**src/hdl/srr_pkg.sv**
```systemverilog
// Shared types and constants for the selective-repeat ARQ receiver.
// Depends on nothing; imported by the controller, the datapath and the top level.

package srr_pkg;

    // Sequence space and window
    localparam int SEQ_SPACE = 8;
    localparam int SEQ_W     = $clog2(SEQ_SPACE);
    localparam int WINDOW    = SEQ_SPACE / 2;
    localparam int CNT_W     = $clog2(WINDOW + 1);

    // Payload word and packed stream widths
    localparam int PAY_W   = 32;
    localparam int FIELD_W = SEQ_W + PAY_W;
    localparam int TDATA_W = ((FIELD_W + 7) / 8) * 8;

    // Result kinds carried on m_tuser
    localparam logic KIND_DELIVER = 1'b0;
    localparam logic KIND_ACK     = 1'b1;

    // Controller to datapath commands
    typedef struct packed {
        logic capture;   // latch an accepted good packet, store it if in window
        logic deliver;   // emit the slot at the base and advance the base
        logic ack;       // emit the ack for the latched packet
    } srr_cmd_t;

    // Datapath to controller status
    typedef struct packed {
        logic out_free;     // output register can take a result this cycle
        logic can_deliver;  // slot at the base is filled and the scan may go on
    } srr_status_t;

endpackage

```
**src/hdl/srr_ctrl.sv**
```systemverilog
// Sequencing state machine for the selective-repeat ARQ receiver.
// Depends on srr_pkg; drives commands into srr_datapath and reads its status.

module srr_ctrl
    import srr_pkg::*;
(
    input  logic        aclk,
    input  logic        aresetn,
    input  logic        s_tvalid,
    input  logic        chk_ok,
    output logic        s_tready,
    input  srr_status_t status,
    output srr_cmd_t    cmd
);

    typedef enum logic [1:0] {
        ST_IDLE = 2'b01,
        ST_SCAN = 2'b10
    } state_t;

    state_t state_reg;
    state_t state_next;

    // Accept requests only while no packet is being worked on
    assign s_tready = (state_reg == ST_IDLE);

    // Next state and command decode
    always_comb begin
        state_next  = state_reg;
        cmd.capture = 1'b0;
        cmd.deliver = 1'b0;
        cmd.ack     = 1'b0;
        unique case (state_reg)
            ST_IDLE: begin
                // Drop bad packets; good ones go on to the delivery scan
                if (s_tvalid && chk_ok) begin
                    cmd.capture = 1'b1;
                    state_next  = ST_SCAN;
                end
            end
            ST_SCAN: begin
                if (status.out_free) begin
                    if (status.can_deliver) begin
                        cmd.deliver = 1'b1;
                    end else begin
                        cmd.ack    = 1'b1;
                        state_next = ST_IDLE;
                    end
                end
            end
            default: begin
                state_next = ST_IDLE;
            end
        endcase
    end

    always_ff @(posedge aclk) begin
        if (!aresetn) begin
            state_reg <= ST_IDLE;
        end else begin
            state_reg <= state_next;
        end
    end

endmodule

```
**src/hdl/srr_datapath.sv**
```systemverilog
// Slot store, base pointer, scan counter and output register of the receiver.
// Depends on srr_pkg; commanded by srr_ctrl.

module srr_datapath
    import srr_pkg::*;
(
    input  logic               aclk,
    input  logic               aresetn,
    input  logic [TDATA_W-1:0] s_tdata,
    input  srr_cmd_t           cmd,
    output srr_status_t        status,
    output logic               m_tvalid,
    input  logic               m_tready,
    output logic [TDATA_W-1:0] m_tdata,
    output logic               m_tuser,
    output logic               m_tlast
);

    logic [SEQ_SPACE-1:0] slot_valid_reg;
    logic [PAY_W-1:0]     slot_payload_reg [SEQ_SPACE];
    logic [SEQ_W-1:0]     base_reg;
    logic [SEQ_W-1:0]     seq_reg;
    logic                 win_reg;
    logic [CNT_W-1:0]     cnt_reg;

    logic                 out_valid_reg;
    logic                 out_kind_reg;
    logic [SEQ_W-1:0]     out_number_reg;
    logic [PAY_W-1:0]     out_data_reg;
    logic                 out_last_reg;

    logic [SEQ_W-1:0]     in_seq;
    logic [PAY_W-1:0]     in_payload;
    logic [SEQ_W-1:0]     in_offset;
    logic                 in_window;
    logic                 out_load;

    // Unpack the request and test it against the receive window
    assign in_seq     = s_tdata[SEQ_W-1:0];
    assign in_payload = s_tdata[FIELD_W-1:SEQ_W];
    assign in_offset  = in_seq - base_reg;
    assign in_window  = (in_offset < SEQ_W'(WINDOW));

    // Status for the controller
    assign status.out_free    = !out_valid_reg || m_tready;
    assign status.can_deliver = win_reg && (cnt_reg < CNT_W'(WINDOW))
                                && slot_valid_reg[base_reg];

    assign out_load = cmd.deliver || cmd.ack;

    // Slot valid bits, base pointer and output valid
    always_ff @(posedge aclk) begin
        if (!aresetn) begin
            slot_valid_reg <= '0;
            base_reg       <= '0;
            out_valid_reg  <= 1'b0;
        end else begin
            if (cmd.capture && in_window) begin
                slot_valid_reg[in_seq] <= 1'b1;
            end
            if (cmd.deliver) begin
                slot_valid_reg[base_reg] <= 1'b0;
                base_reg                 <= base_reg + 1'b1;
            end
            if (out_load) begin
                out_valid_reg <= 1'b1;
            end else if (m_tready) begin
                out_valid_reg <= 1'b0;
            end
        end
    end

    // Payload store, latched packet and scan counter
    always_ff @(posedge aclk) begin
        if (cmd.capture) begin
            seq_reg <= in_seq;
            win_reg <= in_window;
            cnt_reg <= '0;
            if (in_window) begin
                slot_payload_reg[in_seq] <= in_payload;
            end
        end
        if (cmd.deliver) begin
            cnt_reg <= cnt_reg + 1'b1;
        end
    end

    // Output register: a delivery or the closing ack
    always_ff @(posedge aclk) begin
        if (cmd.deliver) begin
            out_kind_reg   <= KIND_DELIVER;
            out_number_reg <= base_reg;
            out_data_reg   <= slot_payload_reg[base_reg];
            out_last_reg   <= 1'b0;
        end else if (cmd.ack) begin
            out_kind_reg   <= KIND_ACK;
            out_number_reg <= seq_reg;
            out_data_reg   <= '0;
            out_last_reg   <= 1'b1;
        end
    end

    assign m_tvalid = out_valid_reg;
    assign m_tuser  = out_kind_reg;
    assign m_tlast  = out_last_reg;
    assign m_tdata  = {{(TDATA_W - FIELD_W){1'b0}}, out_data_reg, out_number_reg};

endmodule

```
**src/hdl/selective_repeat_receiver.sv**
```systemverilog
// Top level of the selective-repeat ARQ receiver.
// Depends on srr_pkg, srr_ctrl and srr_datapath.

// Selective-repeat ARQ receiver. Each request on the slave side is one packet:
// a sequence number, a checksum-good flag and a payload word. A good packet
// inside the window of SEQ_SPACE/2 sequence numbers from the base is stored in
// its slot; then the filled slots from the base are delivered in order
// (m_tuser low), and one ack with the packet's sequence number closes the
// packet's results (m_tuser high, m_tlast high). Bad packets produce nothing.
// A good packet is captured first; then the deliveries it releases (0 to
// SEQ_SPACE/2) and its ack leave through the single output register, which
// emits one result per cycle unless m_tready holds it. A new packet is taken
// as soon as its predecessor's ack is loaded into the output register, while
// that ack may still be waiting on m_tready.

module selective_repeat_receiver
    import srr_pkg::*;
(
    input  logic               aclk,
    input  logic               aresetn,
    // Packet requests
    input  logic               s_tvalid,
    output logic               s_tready,
    input  logic [TDATA_W-1:0] s_tdata,   // [2:0] seq_num, [34:3] payload, rest zero
    input  logic               s_tuser,   // [0] checksum_ok
    // Results
    output logic               m_tvalid,
    input  logic               m_tready,
    output logic [TDATA_W-1:0] m_tdata,   // [2:0] number, [34:3] data, rest zero
    output logic               m_tuser,   // [0] kind: 0 delivery, 1 ack
    output logic               m_tlast    // high on the ack that ends a packet
);

    srr_cmd_t    cmd;
    srr_status_t status;

    srr_ctrl u_ctrl (
        .aclk     (aclk),
        .aresetn  (aresetn),
        .s_tvalid (s_tvalid),
        .chk_ok   (s_tuser),
        .s_tready (s_tready),
        .status   (status),
        .cmd      (cmd)
    );

    srr_datapath u_datapath (
        .aclk     (aclk),
        .aresetn  (aresetn),
        .s_tdata  (s_tdata),
        .cmd      (cmd),
        .status   (status),
        .m_tvalid (m_tvalid),
        .m_tready (m_tready),
        .m_tdata  (m_tdata),
        .m_tuser  (m_tuser),
        .m_tlast  (m_tlast)
    );

endmodule
```
**config.mk**
```make
export PLATFORM = sky130hd
export DESIGN_NAME = selective_repeat_receiver
export DESIGN_NICKNAME = d
export VERILOG_FILES = /design/src/hdl/srr_pkg.sv /design/src/hdl/srr_ctrl.sv /design/src/hdl/srr_datapath.sv /design/src/hdl/selective_repeat_receiver.sv
export SDC_FILE = /design/constraint.sdc
export NUM_CORES = 1
export LEC_CHECK = 0
export BUFFER_PORTS_ARGS = -buffer_cell sky130_fd_sc_hd__buf_2
export CAP_MARGIN = 30
export CORE_MARGIN = 1
export CORE_UTILIZATION = 35
export DETAILED_ROUTE_END_ITERATION = 12
export SLEW_MARGIN = 30
export SYNTH_ARGS = -nofsm -noshare
export SYNTH_HDL_FRONTEND = slang
export SYNTH_SLANG_ARGS = --single-unit
```
**constraint.sdc**
```tcl
create_clock -name aclk -period 5.45 [get_ports aclk]
set_input_delay 1.635 -clock aclk [delete_from_list [all_inputs] [get_ports aclk]]
set_output_delay 1.635 -clock aclk [all_outputs]
set_load 0.01 [all_outputs]
```
# == Yosys cells after proc, flatten, opt, wreduce, memory -nomap -nowiden ==
# Memory sizes are Yosys's and may differ from the RTL's. A register that Yosys moved wholly into a read port is not among the register bits.
# Cells that the tools add are included.
# word_totals
register_bits,57
mem_bits_rw,256
input_bits,45
output_inout_bits,44
wordCells,73
mem_count,1
# classes
add_sub_neg,3
order_cmp,6
n_eq_ne,5
n_mux,32
bitwise,3
reduce_logical,13
# memory_table
name,depth,width,rd,rd_ports_with_merged_regs,write_ports,line_no,rtl
u_datapath.slot_payload_reg,8,32,1,1,1,srr_datapath.sv:20,logic [PAY_W-1:0] slot_payload_reg [SEQ_SPACE];
# op_table
op,n
$mux 32,2
$mux 8,3
$mux 3,6
$mux 1,12
$mux 2,5
$and 8x8->8,1
$lt 3x4->1 const B,2
$not 8->8,1
$or 8x8->8,1
$add 3x1->3 const B,2
$demux 1 s3,2
$ge 3x1->1 const B,2
$logic_and 1x1->1,6
$lt 3x3->1 const B,2
$reduce_bool 2->1,3
$ne 2x2->1 const B,2
$pmux 2 s2,1
$bmux 1 s3,1
$reduce_and 3->1,1
$sub 3x3->3,1
$eq 2x1->1 const B,1
$eq 2x2->1 const B,1
$logic_or 1x1->1,2
$ne 2x1->1 const B,1
$logic_not 1->1,1

# == Logic depth before layout (Yosys ltp) ==
# Gate-level depths: netlist (run 1).
# logic_depth
depth_word,9
depth_mapped,7

# == By module ==
# From an unflattened synthesis (run 1), not the netlist that was laid out.
# hier_totals
hier_cells,536
area_unflattened_um2,11855.1
# by_module_without_submodules
mod,n_inst,cells_each,area_each_um2
srr_datapath,1,524,11747.5
srr_ctrl,1,12,107.6

# == Worst setup path before layout (run 1) ==
# OpenSTA, ideal clock, no wires.
# synth_path
path_kind,input port to flip-flop
startpoint,input s_tdata[1]
endpoint,"memory u_datapath.slot_payload_reg[0][0], enable pin"
setup_ps,461
arrival_time_ps,4701
t_required_ps,4989
slack_ps,287
path_stages,5
cell_sequence,ha_1 > a21oi_4 > xnor2_4 > nand2_1 > nor3_1
# synth_between
elab_chain_cells,5
# synth_rtl
element,line_no,rtl
"start, declared",selective_repeat_receiver.sv:24,"input logic [TDATA_W-1:0] s_tdata,"
$sub 3x3->3,srr_datapath.sv:41,assign in_offset = in_seq - base_reg;
$lt 3x3->1,srr_datapath.sv:42,assign in_window = (in_offset < SEQ_W'(WINDOW));
$mux 1,srr_datapath.sv:79,if (in_window) begin
$mux 1,srr_datapath.sv:75,if (cmd.capture) begin
$mux 1 (implied by the code),srr_datapath.sv:80,slot_payload_reg[in_seq] <= in_payload;
"end, declared",srr_datapath.sv:20,
# Several ways; a longest one is shown, not always the timed one.

# == Worst setup path in the final report (run 1) ==
# layout_path
startpoint,input s_tdata[1]
endpoint,"memory u_datapath.slot_payload_reg[3][29], enable pin"
# Same word-level chain as after synthesis.

==> results.ini, run 1 <==
[status]
status = complete, no violations

[setup_path]
worst_setup_path_start_kind = input port
path_buf_inv = 2
worst-setup-path-type = in -> reg
critical-path-max-stage-delay_ns = 0.70
cp_slowest_cell = nor2_4
critPathRequiredTime_ns = 5.71
r2r_slack_ns = 2.15
path_cells = buf_2 > ha_1 > a21oi_4 > xnor2_4 > nand2_1 > nor2_4 > buf_4
crit_family = simple AND/OR/NAND/NOR gates
cp_max_fo = 23
worstPathArrival_ns = 3.97
end_kind = flip-flop

[synthesis]
synth-edff-count = 298
syn-instance-count = 571
ys_seq_area_share_pct = 77.30
ys_ff_latch = 316
yosysUniqueCellTypes = 45
async_reset_ff_share_pct = 0
synthFlopType = edfxtp_1
ys_warn_count = 0
postSynthAreaPerCell_um2 = 21.09
syn-cell-area_um2 = 12040

[clocking]
cts_tree = built
clock-sinks = 316
cts.hold.buffers_added = 0
postCtsSetupRepairBufs = 0
clk_latency_ns = 0.56
cts-resized-gates = 0
path_clk_slew_ns = 0.06
htree_levels = 1
cts-root-buf = clkbuf_16
cts_made_buffers = 31
cts_buffer_depth = 3

[placed_design]
io_buffers = 78
place_congestion = 0.7595
dp.cells = 1080
dp_hpwl_um = 12520

[layout]
largest_reg_flops = 256
fin_cells = 1139
layout-drive-gt1-share_pct = 32.32
fillerInstances = 2949
fin_nets = 714
syn_to_final_growth_pct = 16.46
fin_util_pct = 41.62

[detailed_routing]
met3_length_um = 1005
wl_um = 22520
route.antenna.remaining_nets = 0
dr.pass1.iters = 4
vias_per_cell = 4.752
drt_first_iter_violations = 310
via_count = 5412
wl_per_cell_um = 19.77
dr.max_layer_used = met5
route.met2.wl_um = 11540
wl_met1_um = 9396
drcViolationCount = 0

[grt]
grt_max_degree = 65
antenna_found_initial = 5
track_usage_pct = 12.96
grt_pass1_wl_um = 34670
grt_overflow_total = 0
grt_pass1_vias = 5915

[floorplanning]
die_w_um = 187.5
num_rows = 67
pin_count = 89
die_area_um2 = 35150
fp.coreArea_um2 = 33700
start_util_pct = 35.74
die_h_um = 187.5

[sta]
slew_headroom_pct = 34.94
worstMarginPinSlew_ns = 0.9758
holdWs_ns = 0.5027
setup_violations = 0
max_freq_ghz = 0.2691
period_share_pct = 68.18
drv_slew = 0
min_period_ns = 3.716
finalHoldViolations = 0
rsz0062_at_grt = no
fin_setup_tns_ns = 0
skew_ns = 0.02461

[hold_path]
hold_class = reg -> reg

[power]
power_density_nw_per_um2 = 344.1
vdd_drop_max_uv = 274.7
leakagePower_uw = 0.004459
power_uw = 4826

[run]
drv_cap = 0

[per-layer routing]
layer	up-vias	GRT usage (%)
met5	-	0
met4	8	3.690
met3	42	2.957
met2	99	22.83
met1	2764	15.92
li1	2499	-
[metrics by stage]
step	setup WS, ns	instance area [um^2]
floorplan	0.2874	12060
global route	1.596	14020
global placement	1.152	13000
finish	1.734	14020
CTS	1.666	14000
detailed placement	1.097	13000
[power by group]
| group | switching (uW) | internal [uW] |
|---|---|---|
| registers | 4.09 | 2670 |
| logic | 54.3 | 23.0 |
| clock network | 855 | 1220 |
[Yosys cell counts (all sizes together), types with 4 or more instances]
cell type  count  area (um^2)
dfxtp         18        360.4
nand2         11        41.29
o221a          4        45.04
nor2b          4        25.02
nor3           8        55.05
buf           28        161.4
o21ai          4        20.02
clkbuf         6        23.77
nand2b         7        51.30
a21oi          5        40.04
nand3          5        30.03
nor2          42        157.7
edfxtp       298         8949
mux4          64         1441
mux2i         35        350.3
[worst min-delay path, stage by stage, from the launching register on]
cell	delay [ns]
dfxtp_1	0.32
nor2_1	0.10
nor2_1	0.05
[cells by family after synthesis]
logic type	share of synthesized area (%)
buf+inv	1.631
compound gates	1.673
flops	77.30
xor+xnor	0.4468
mux	15.19
other cells	0.03114
fa+ha+maj	0.3117
simple gates	3.418
[area by class of cell]
| class | count | area [um^2] | area share (%) |
|---|---|---|---|
| diodes | 1 | 2.502 | 0.01784 |
| clock buffers | 47 | 897.1 | 6.397 |
| clock inverters | 10 | 103.9 | 0.7405 |
| inverters | 3 | 11.26 | 0.08029 |
| multi-input cells | 222 | 2624 | 18.71 |
| flip-flops and latches | 316 | 9318 | 66.44 |
| well taps | 448 | 560.5 | 3.997 |
| repair buffers | 92 | 508.0 | 3.622 |
[layout by cell type, fill, tap and decap left out, types with 2 or more instances in the layout]
cell type / count
edfxtp_1: 298
buf_2: 78
mux4_2: 64
nor2_1: 39
mux2i_1: 35
clkbuf_16: 32
dfxtp_1: 15
buf_4: 13
nand2_1: 11
clkbuf_1: 11
nand2b_1: 6
conb_1: 5
o21ai_0: 4
nor3_1: 4
nand3_1: 4
clkbuf_8: 4
clkinv_1: 4
nor2b_1: 3
inv_1: 3
nor3_4: 3
nor2_4: 3
a22oi_1: 3
a21oi_1: 3
and2_1: 3
o221a_2: 3
ha_1: 3
mux2_2: 2
xnor2_1: 2
a31oi_1: 2
o31ai_1: 2
dfxtp_4: 2
bufinv_16: 2
clkinvlp_4: 2
[worst paths after layout]
| kind | start | end | depth (start not counted) |
|---|---|---|---|
| min | u_datapath.m_tuser | u_datapath.m_tuser | 2 |
| max | s_tdata[1] | u_datapath.slot_payload_reg[3][29] | 7 |
| min reg2reg | u_datapath.m_tuser | u_datapath.m_tuser | 2 |
| max reg2reg | u_datapath.base_reg[1] | u_datapath.slot_payload_reg[3][29] | 7 |
No activity file was read; power rests on OpenSTA's default activity.
==> run 2, diff against run 1 <==
==> constraint.sdc (replaced) <==
create_clock -name aclk -period 3.69 [get_ports aclk]
set_input_delay 1.107 -clock aclk [delete_from_list [all_inputs] [get_ports aclk]]
set_output_delay 1.107 -clock aclk [all_outputs]
set_load 0.01 [all_outputs]
==> results.ini, run 2 (synthesized netlist as in run 1, its figures left out) <==
[status]
status = complete, no violations

[sta]
setup_ws_ns = 0.8329  ; -0.9010 ns
setup_violations = 0  ; unchanged
skew_ns = 0.01092  ; -0.01369 ns
max_freq_ghz = 0.3500
rsz0062_at_grt = no
period_share_pct = 77.43
holdWs_ns = 0.5006  ; -0.002096 ns
drv_slew = 0  ; unchanged
slew_headroom_pct = 46.19  ; +11 points
finalHoldViolations = 0  ; unchanged
min_period_ns = 2.857
worstMarginPinSlew_ns = 0.8072  ; -0.1686 ns

[grt]
antenna_found_initial = 3  ; -2
grt_pass1_vias = 5942  ; +0.46%
grt_overflow_total = 0  ; unchanged
grt_pass1_wl_um = 35620  ; +2.7%
track_usage_pct = 13.30  ; +0.34 points
grt_max_degree = 65  ; unchanged

[power]
clkPwrFrac_pct = 43.2  ; about the same
power_density_nw_per_um2 = 505.0  ; +47%
seq_power_share_pct = 55.2  ; about the same
p_sw_uw = 1358  ; +49%
leakagePower_uw = 0.004487  ; +0.62%
pwr-share-comb_pct = 1.7  ; about the same
p_int_uw = 5790  ; +48%
swShare_pct = 19.00  ; +0.068 points
vdd_drop_max_uv = 353.3  ; +29%

[detailed_routing]
drcViolationCount = 0  ; unchanged
vias_per_cell = 4.912  ; +3.4%
wl_um = 23120  ; +2.7%
via_count = 5600  ; +3.5%
route.antenna.remaining_nets = 0  ; unchanged
dr.pass1.iters = 4  ; unchanged
drt_first_iter_violations = 372  ; +20%
wl_per_cell_um = 20.28  ; +2.6%

[hold_path]
holdPathStages = 2  ; unchanged
hold_class = reg -> reg
whs_endpoint = u_datapath.m_tuser
min-delay-start = u_datapath.m_tuser

[layout]
fillerInstances = 2923  ; -0.88%
layout-drive-gt1-share_pct = 32.61  ; +0.29 points
layout_commonest_cell = edfxtp_1
syn_to_final_growth_pct = 17.55
ff_latch_area_um2 = 9318  ; unchanged
largest_reg_flops = 256  ; unchanged
fin_cells = 1140  ; +0.088%
fin_nets = 715  ; +0.14%
final_cell_mix = edfxtp_1, buf_2, mux4_2, nor2_1, mux2i_1
multiInputGateArea_um2 = 2630  ; +0.24%

[floorplanning]
die_h_um = 187.5  ; unchanged
die_w_um = 187.5  ; unchanged
fp.coreArea_um2 = 33700  ; unchanged
start_util_pct = 35.74  ; unchanged
die_area_um2 = 35150  ; unchanged
num_rows = 67  ; unchanged
pin_count = 89  ; unchanged

[placed_design]
io_buffers = 78  ; unchanged
place_congestion = 0.7320  ; -3.6%
dp_hpwl_um = 13000  ; +3.8%
dp.cells = 1081  ; +0.093%
pre_cts_ws_ns = 0.3082  ; -0.7891 ns

[clocking]
postCtsSetupRepairBufs = 0  ; unchanged
cts-resized-gates = 0  ; unchanged
clock-sinks = 316  ; unchanged
cts_tree = built
clk_latency_ns = 0.56  ; about the same
htree_levels = 1  ; unchanged
cts_buffer_depth = 3  ; unchanged
cts.hold.buffers_added = 0  ; unchanged
cts_made_buffers = 31  ; unchanged
cts-root-buf = clkbuf_16
path_clk_slew_ns = 0.06  ; about the same

[setup_path]
r2r_slack_ns = 0.83  ; -1.32 ns
critPathRequiredTime_ns = 3.93  ; -1.78 ns
rr_startpoint = u_datapath.base_reg[1]
worstPathArrival_ns = 3.09  ; -0.88 ns
worst-setup-path-type = reg -> reg
worstReg2RegEnd = u_datapath.slot_payload_reg[0][11]
worstRegToRegCells = 7  ; unchanged
cp_max_fo = 32  ; +39%
worst_setup_path_start_kind = flip-flop
end_kind = flip-flop

[run]
drv_cap = 0  ; unchanged

[run 2: metrics by stage]
stage | TNS, ns | power (uW) | instance area [um^2] | util [%]
floorplan | -9.665 | 4067 | 12070 | -
global placement | 0 | 4129 | 13130 | 38.95
detailed placement | 0 | 4141 | 13130 | 38.95
CTS | 0 | 7236 | 14120 | 41.91
global route | 0 | 7372 | 14150 | 41.99
finish | 0 | 7149 | 14160 | 42.01
[run 2: worst max-delay path by stage]
stage	startpoint	endpoint	slack, ns	depth (start not counted)
after CTS	u_datapath.base_reg[1]	u_datapath.slot_payload_reg[0][11]	0.80	7
after floorplan	s_tdata[1]	u_datapath.slot_payload_reg[2][0]	-0.11	5
after global routing	u_datapath.base_reg[1]	u_datapath.slot_payload_reg[0][11]	0.61	7
after detailed placement	s_tdata[1]	u_datapath.slot_payload_reg[0][18]	0.31	7
final	u_datapath.base_reg[1]	u_datapath.slot_payload_reg[0][11]	0.83	7
after global placement	s_tdata[1]	u_datapath.slot_payload_reg[0][16]	0.38	7
[run 2: worst max-delay path, cell delays in order (launching register included)]
cell and delay [ns]:
dfxtp_1 0.62, inv_1 0.17, ha_1 0.35, a21oi_4 0.08, xnor2_4 0.42, nand2_1 0.37, nor3_4 0.25, buf_12 0.27
[run 2: power groups by stage]
stage | sequential (uW) | combinational [uW] | clock, uW
after floorplan | 4020 | 45.1 | 0
after global placement | 4020 | 112 | 0
after detailed placement | 4020 | 121 | 0
after CTS | 3940 | 122 | 3170
after global routing | 3940 | 132 | 3300
final | 3940 | 120 | 3090
[run 2: area by class of cell]
type | count | area share (%)
tap | 448 | 3.960
clock inverter | 17 | 1.343
clock buffer | 39 | 5.692
sequential | 316 | 65.82
multi-input combinational | 222 | 18.58
antenna | 2 | 0.03535
inverter | 3 | 0.07955
timing repair buffer | 93 | 4.490
[run 2: metal layers]
metal / part of all wire, % / vias to the layer above / track usage [%]
li1: - / 2497 / -
met5: 0.061 / - / 0
met1: 44 / 2935 / 17.29
met2: 50 / 126 / 23.18
met4: 1.9 / 2 / 3.283
met3: 4.1 / 40 / 2.265
==> run 3, diff against run 2 <==
==> constraint.sdc (replaced) <==
create_clock -name aclk -period 2.3 [get_ports aclk]
set_input_delay 0.69 -clock aclk [delete_from_list [all_inputs] [get_ports aclk]]
set_output_delay 0.69 -clock aclk [all_outputs]
set_load 0.01 [all_outputs]
==> results.ini, run 3 (synthesized netlist as in run 1, its figures left out) <==
[layout]
fin_nets = 749  ; +4.8%
layout-drive-gt1-share_pct = 36.78  ; +4.2 points
fin_cells = 1175  ; +3.1%
layout_commonest_cell = edfxtp_1
syn_to_final_growth_pct = 21.03
final_cell_area_um2 = 14580  ; +3.0%
final_cell_mix = edfxtp_1, buf_2, mux4_2, nor2_1
largest_reg_flops = 256  ; unchanged

[setup_path]
worstPathArrival_ns = 2.28  ; -0.81 ns
r2r_slack_ns = 0.19  ; -0.64 ns
rr_startpoint = u_datapath.base_reg[1]
critPathRequiredTime_ns = 2.47  ; -1.46 ns
worst-setup-path-type = reg -> reg
worstReg2RegEnd = u_datapath.slot_payload_reg[7][15]
cp_max_fo = 17  ; -47%
worstRegToRegCells = 7  ; unchanged
worst_setup_path_start_kind = flip-flop
end_kind = flip-flop

[clocking]
cts_made_buffers = 35  ; +13%
cts_tree = built
cts-resized-gates = 0  ; unchanged
htree_levels = 2  ; +1
path_clk_slew_ns = 0.06  ; about the same
postCtsSetupRepairBufs = 0  ; unchanged
cts-root-buf = clkbuf_16
cts.hold.buffers_added = 0  ; unchanged
clock-sinks = 316  ; unchanged
cts_buffer_depth = 3  ; unchanged
clk_latency_ns = 0.51  ; -0.05 ns

[detailed_routing]
route.antenna.remaining_nets = 0  ; unchanged
dr.pass1.iters = 4  ; unchanged
vias_per_cell = 4.866  ; -0.95%
via_count = 5717  ; +2.1%
drt_first_iter_violations = 461  ; +24%
wl_um = 23550  ; +1.9%
drcViolationCount = 0  ; unchanged
wl_per_cell_um = 20.04  ; -1.2%

[placed_design]
io_buffers = 78  ; unchanged
place_congestion = 0.8164  ; +12%
dp_hpwl_um = 14710  ; +13%
placed_area_um2 = 13410  ; +2.1%
dp.cells = 1112  ; +2.9%

[sta]
finalHoldViolations = 0  ; unchanged
rsz0062_at_grt = no
drv_slew = 0  ; unchanged
setup_violations = 0  ; unchanged
skew_ns = 0.01832  ; +0.007393 ns
max_freq_ghz = 0.4750  ; +36%
min_period_ns = 2.105  ; -0.7517 ns
fin_setup_tns_ns = 0  ; unchanged
period_share_pct = 91.54  ; +14 points

[floorplanning]
start_util_pct = 35.74  ; unchanged
num_rows = 67  ; unchanged
fp.coreArea_um2 = 33700  ; unchanged
pin_count = 89  ; unchanged
die_area_um2 = 35150  ; unchanged
die_h_um = 187.5  ; unchanged
die_w_um = 187.5  ; unchanged

[power]
leakagePower_uw = 0.004741  ; +5.6%
power_uw = 12140  ; +70%
vdd_drop_max_uv = 568.7  ; +61%
power_density_nw_per_um2 = 832.9  ; +65%

[grt]
grt_pass1_wl_um = 36230  ; +1.7%
track_usage_pct = 13.58  ; +0.28 points
grt_overflow_total = 0  ; unchanged
grt_max_degree = 35  ; -46%
antenna_found_initial = 3  ; unchanged
grt_pass1_vias = 6187  ; +4.1%

[hold_path]
min-delay-start = s_tdata[10]
hold_class = in -> reg
whs_endpoint = u_datapath.slot_payload_reg[1][7]
holdPathStages = 1  ; -1

[run]
drv_cap = 0  ; unchanged

[status]
status = complete, no violations

[run 3: cell types whose count changed in the layout (fill, tap and decap cells not counted), moves of 2 or more]
cell	delta
buf_4	+30
clkbuf_16	+4
clkinv_8	+2
nand2_4	+2
nand2_1	-2
[run 3: worst max-delay path, stage by stage, from the launching register on]
cell     delay [ns]
dfxtp_1        0.31
inv_1          0.17
ha_4           0.24
a21oi_4        0.20
xnor2_4        0.13
buf_4          0.20
nor3_4         0.18
buf_4          0.34
[run 3: cell type report]
type,instances,area [um^2]
Clock inverter,19,249.0
Tap cell,448,560.5
Clock buffer,43,915.9
Multi-Input combinational cell,222,2665
Fill cell,2926,19120
Antenna cell,1,2.502
Timing Repair Buffer,123,853.3
Sequential cell,316,9318
Inverter,3,11.26
[run 3: metrics by stage]
step	util [%]	hold slack [ns]	worst slack [ns]
finish	43.25	0.4610	0.1946
global route	43.24	0.4416	0.1053
CTS	43.24	0.4342	0.1884
detailed placement	39.79	0.4926	-0.1370
global placement	39.79	0.4812	-0.1070
floorplan	-	0.4804	-0.6262
[run 3: layer usage]
layer	track usage, %	vias to the layer above	part of all wire [%]
li1	-	2572	-
met1	17.64	2948	43
met2	23.36	152	50
met3	2.471	41	4.5
met4	3.784	4	1.9
met5	0	-	0.098
[run 3: where the power goes]
group	total, uW	leakage [uW]	internal (uW)	switching [uW]
sequential	6330	0.00288	6320	9.35
clock	5600	0.000563	3420	2180
combinational	218	0.00130	73.4	144
[run 3: how the worst max path moves through the flow]
stage | depth (start not counted) | from | end
2_1_floorplan | 4 | s_tdata[1] | u_datapath.slot_payload_reg[4][0]
3_3_place_gp | 6 | s_tdata[1] | u_datapath.slot_payload_reg[4][8]
3_5_place_dp | 7 | s_tdata[1] | u_datapath.slot_payload_reg[7][24]
4_1_cts | 7 | u_datapath.base_reg[1] | u_datapath.slot_payload_reg[7][0]
5_1_grt | 7 | u_datapath.base_reg[1] | u_datapath.slot_payload_reg[7][0]
6_report | 7 | u_datapath.base_reg[1] | u_datapath.slot_payload_reg[7][15]
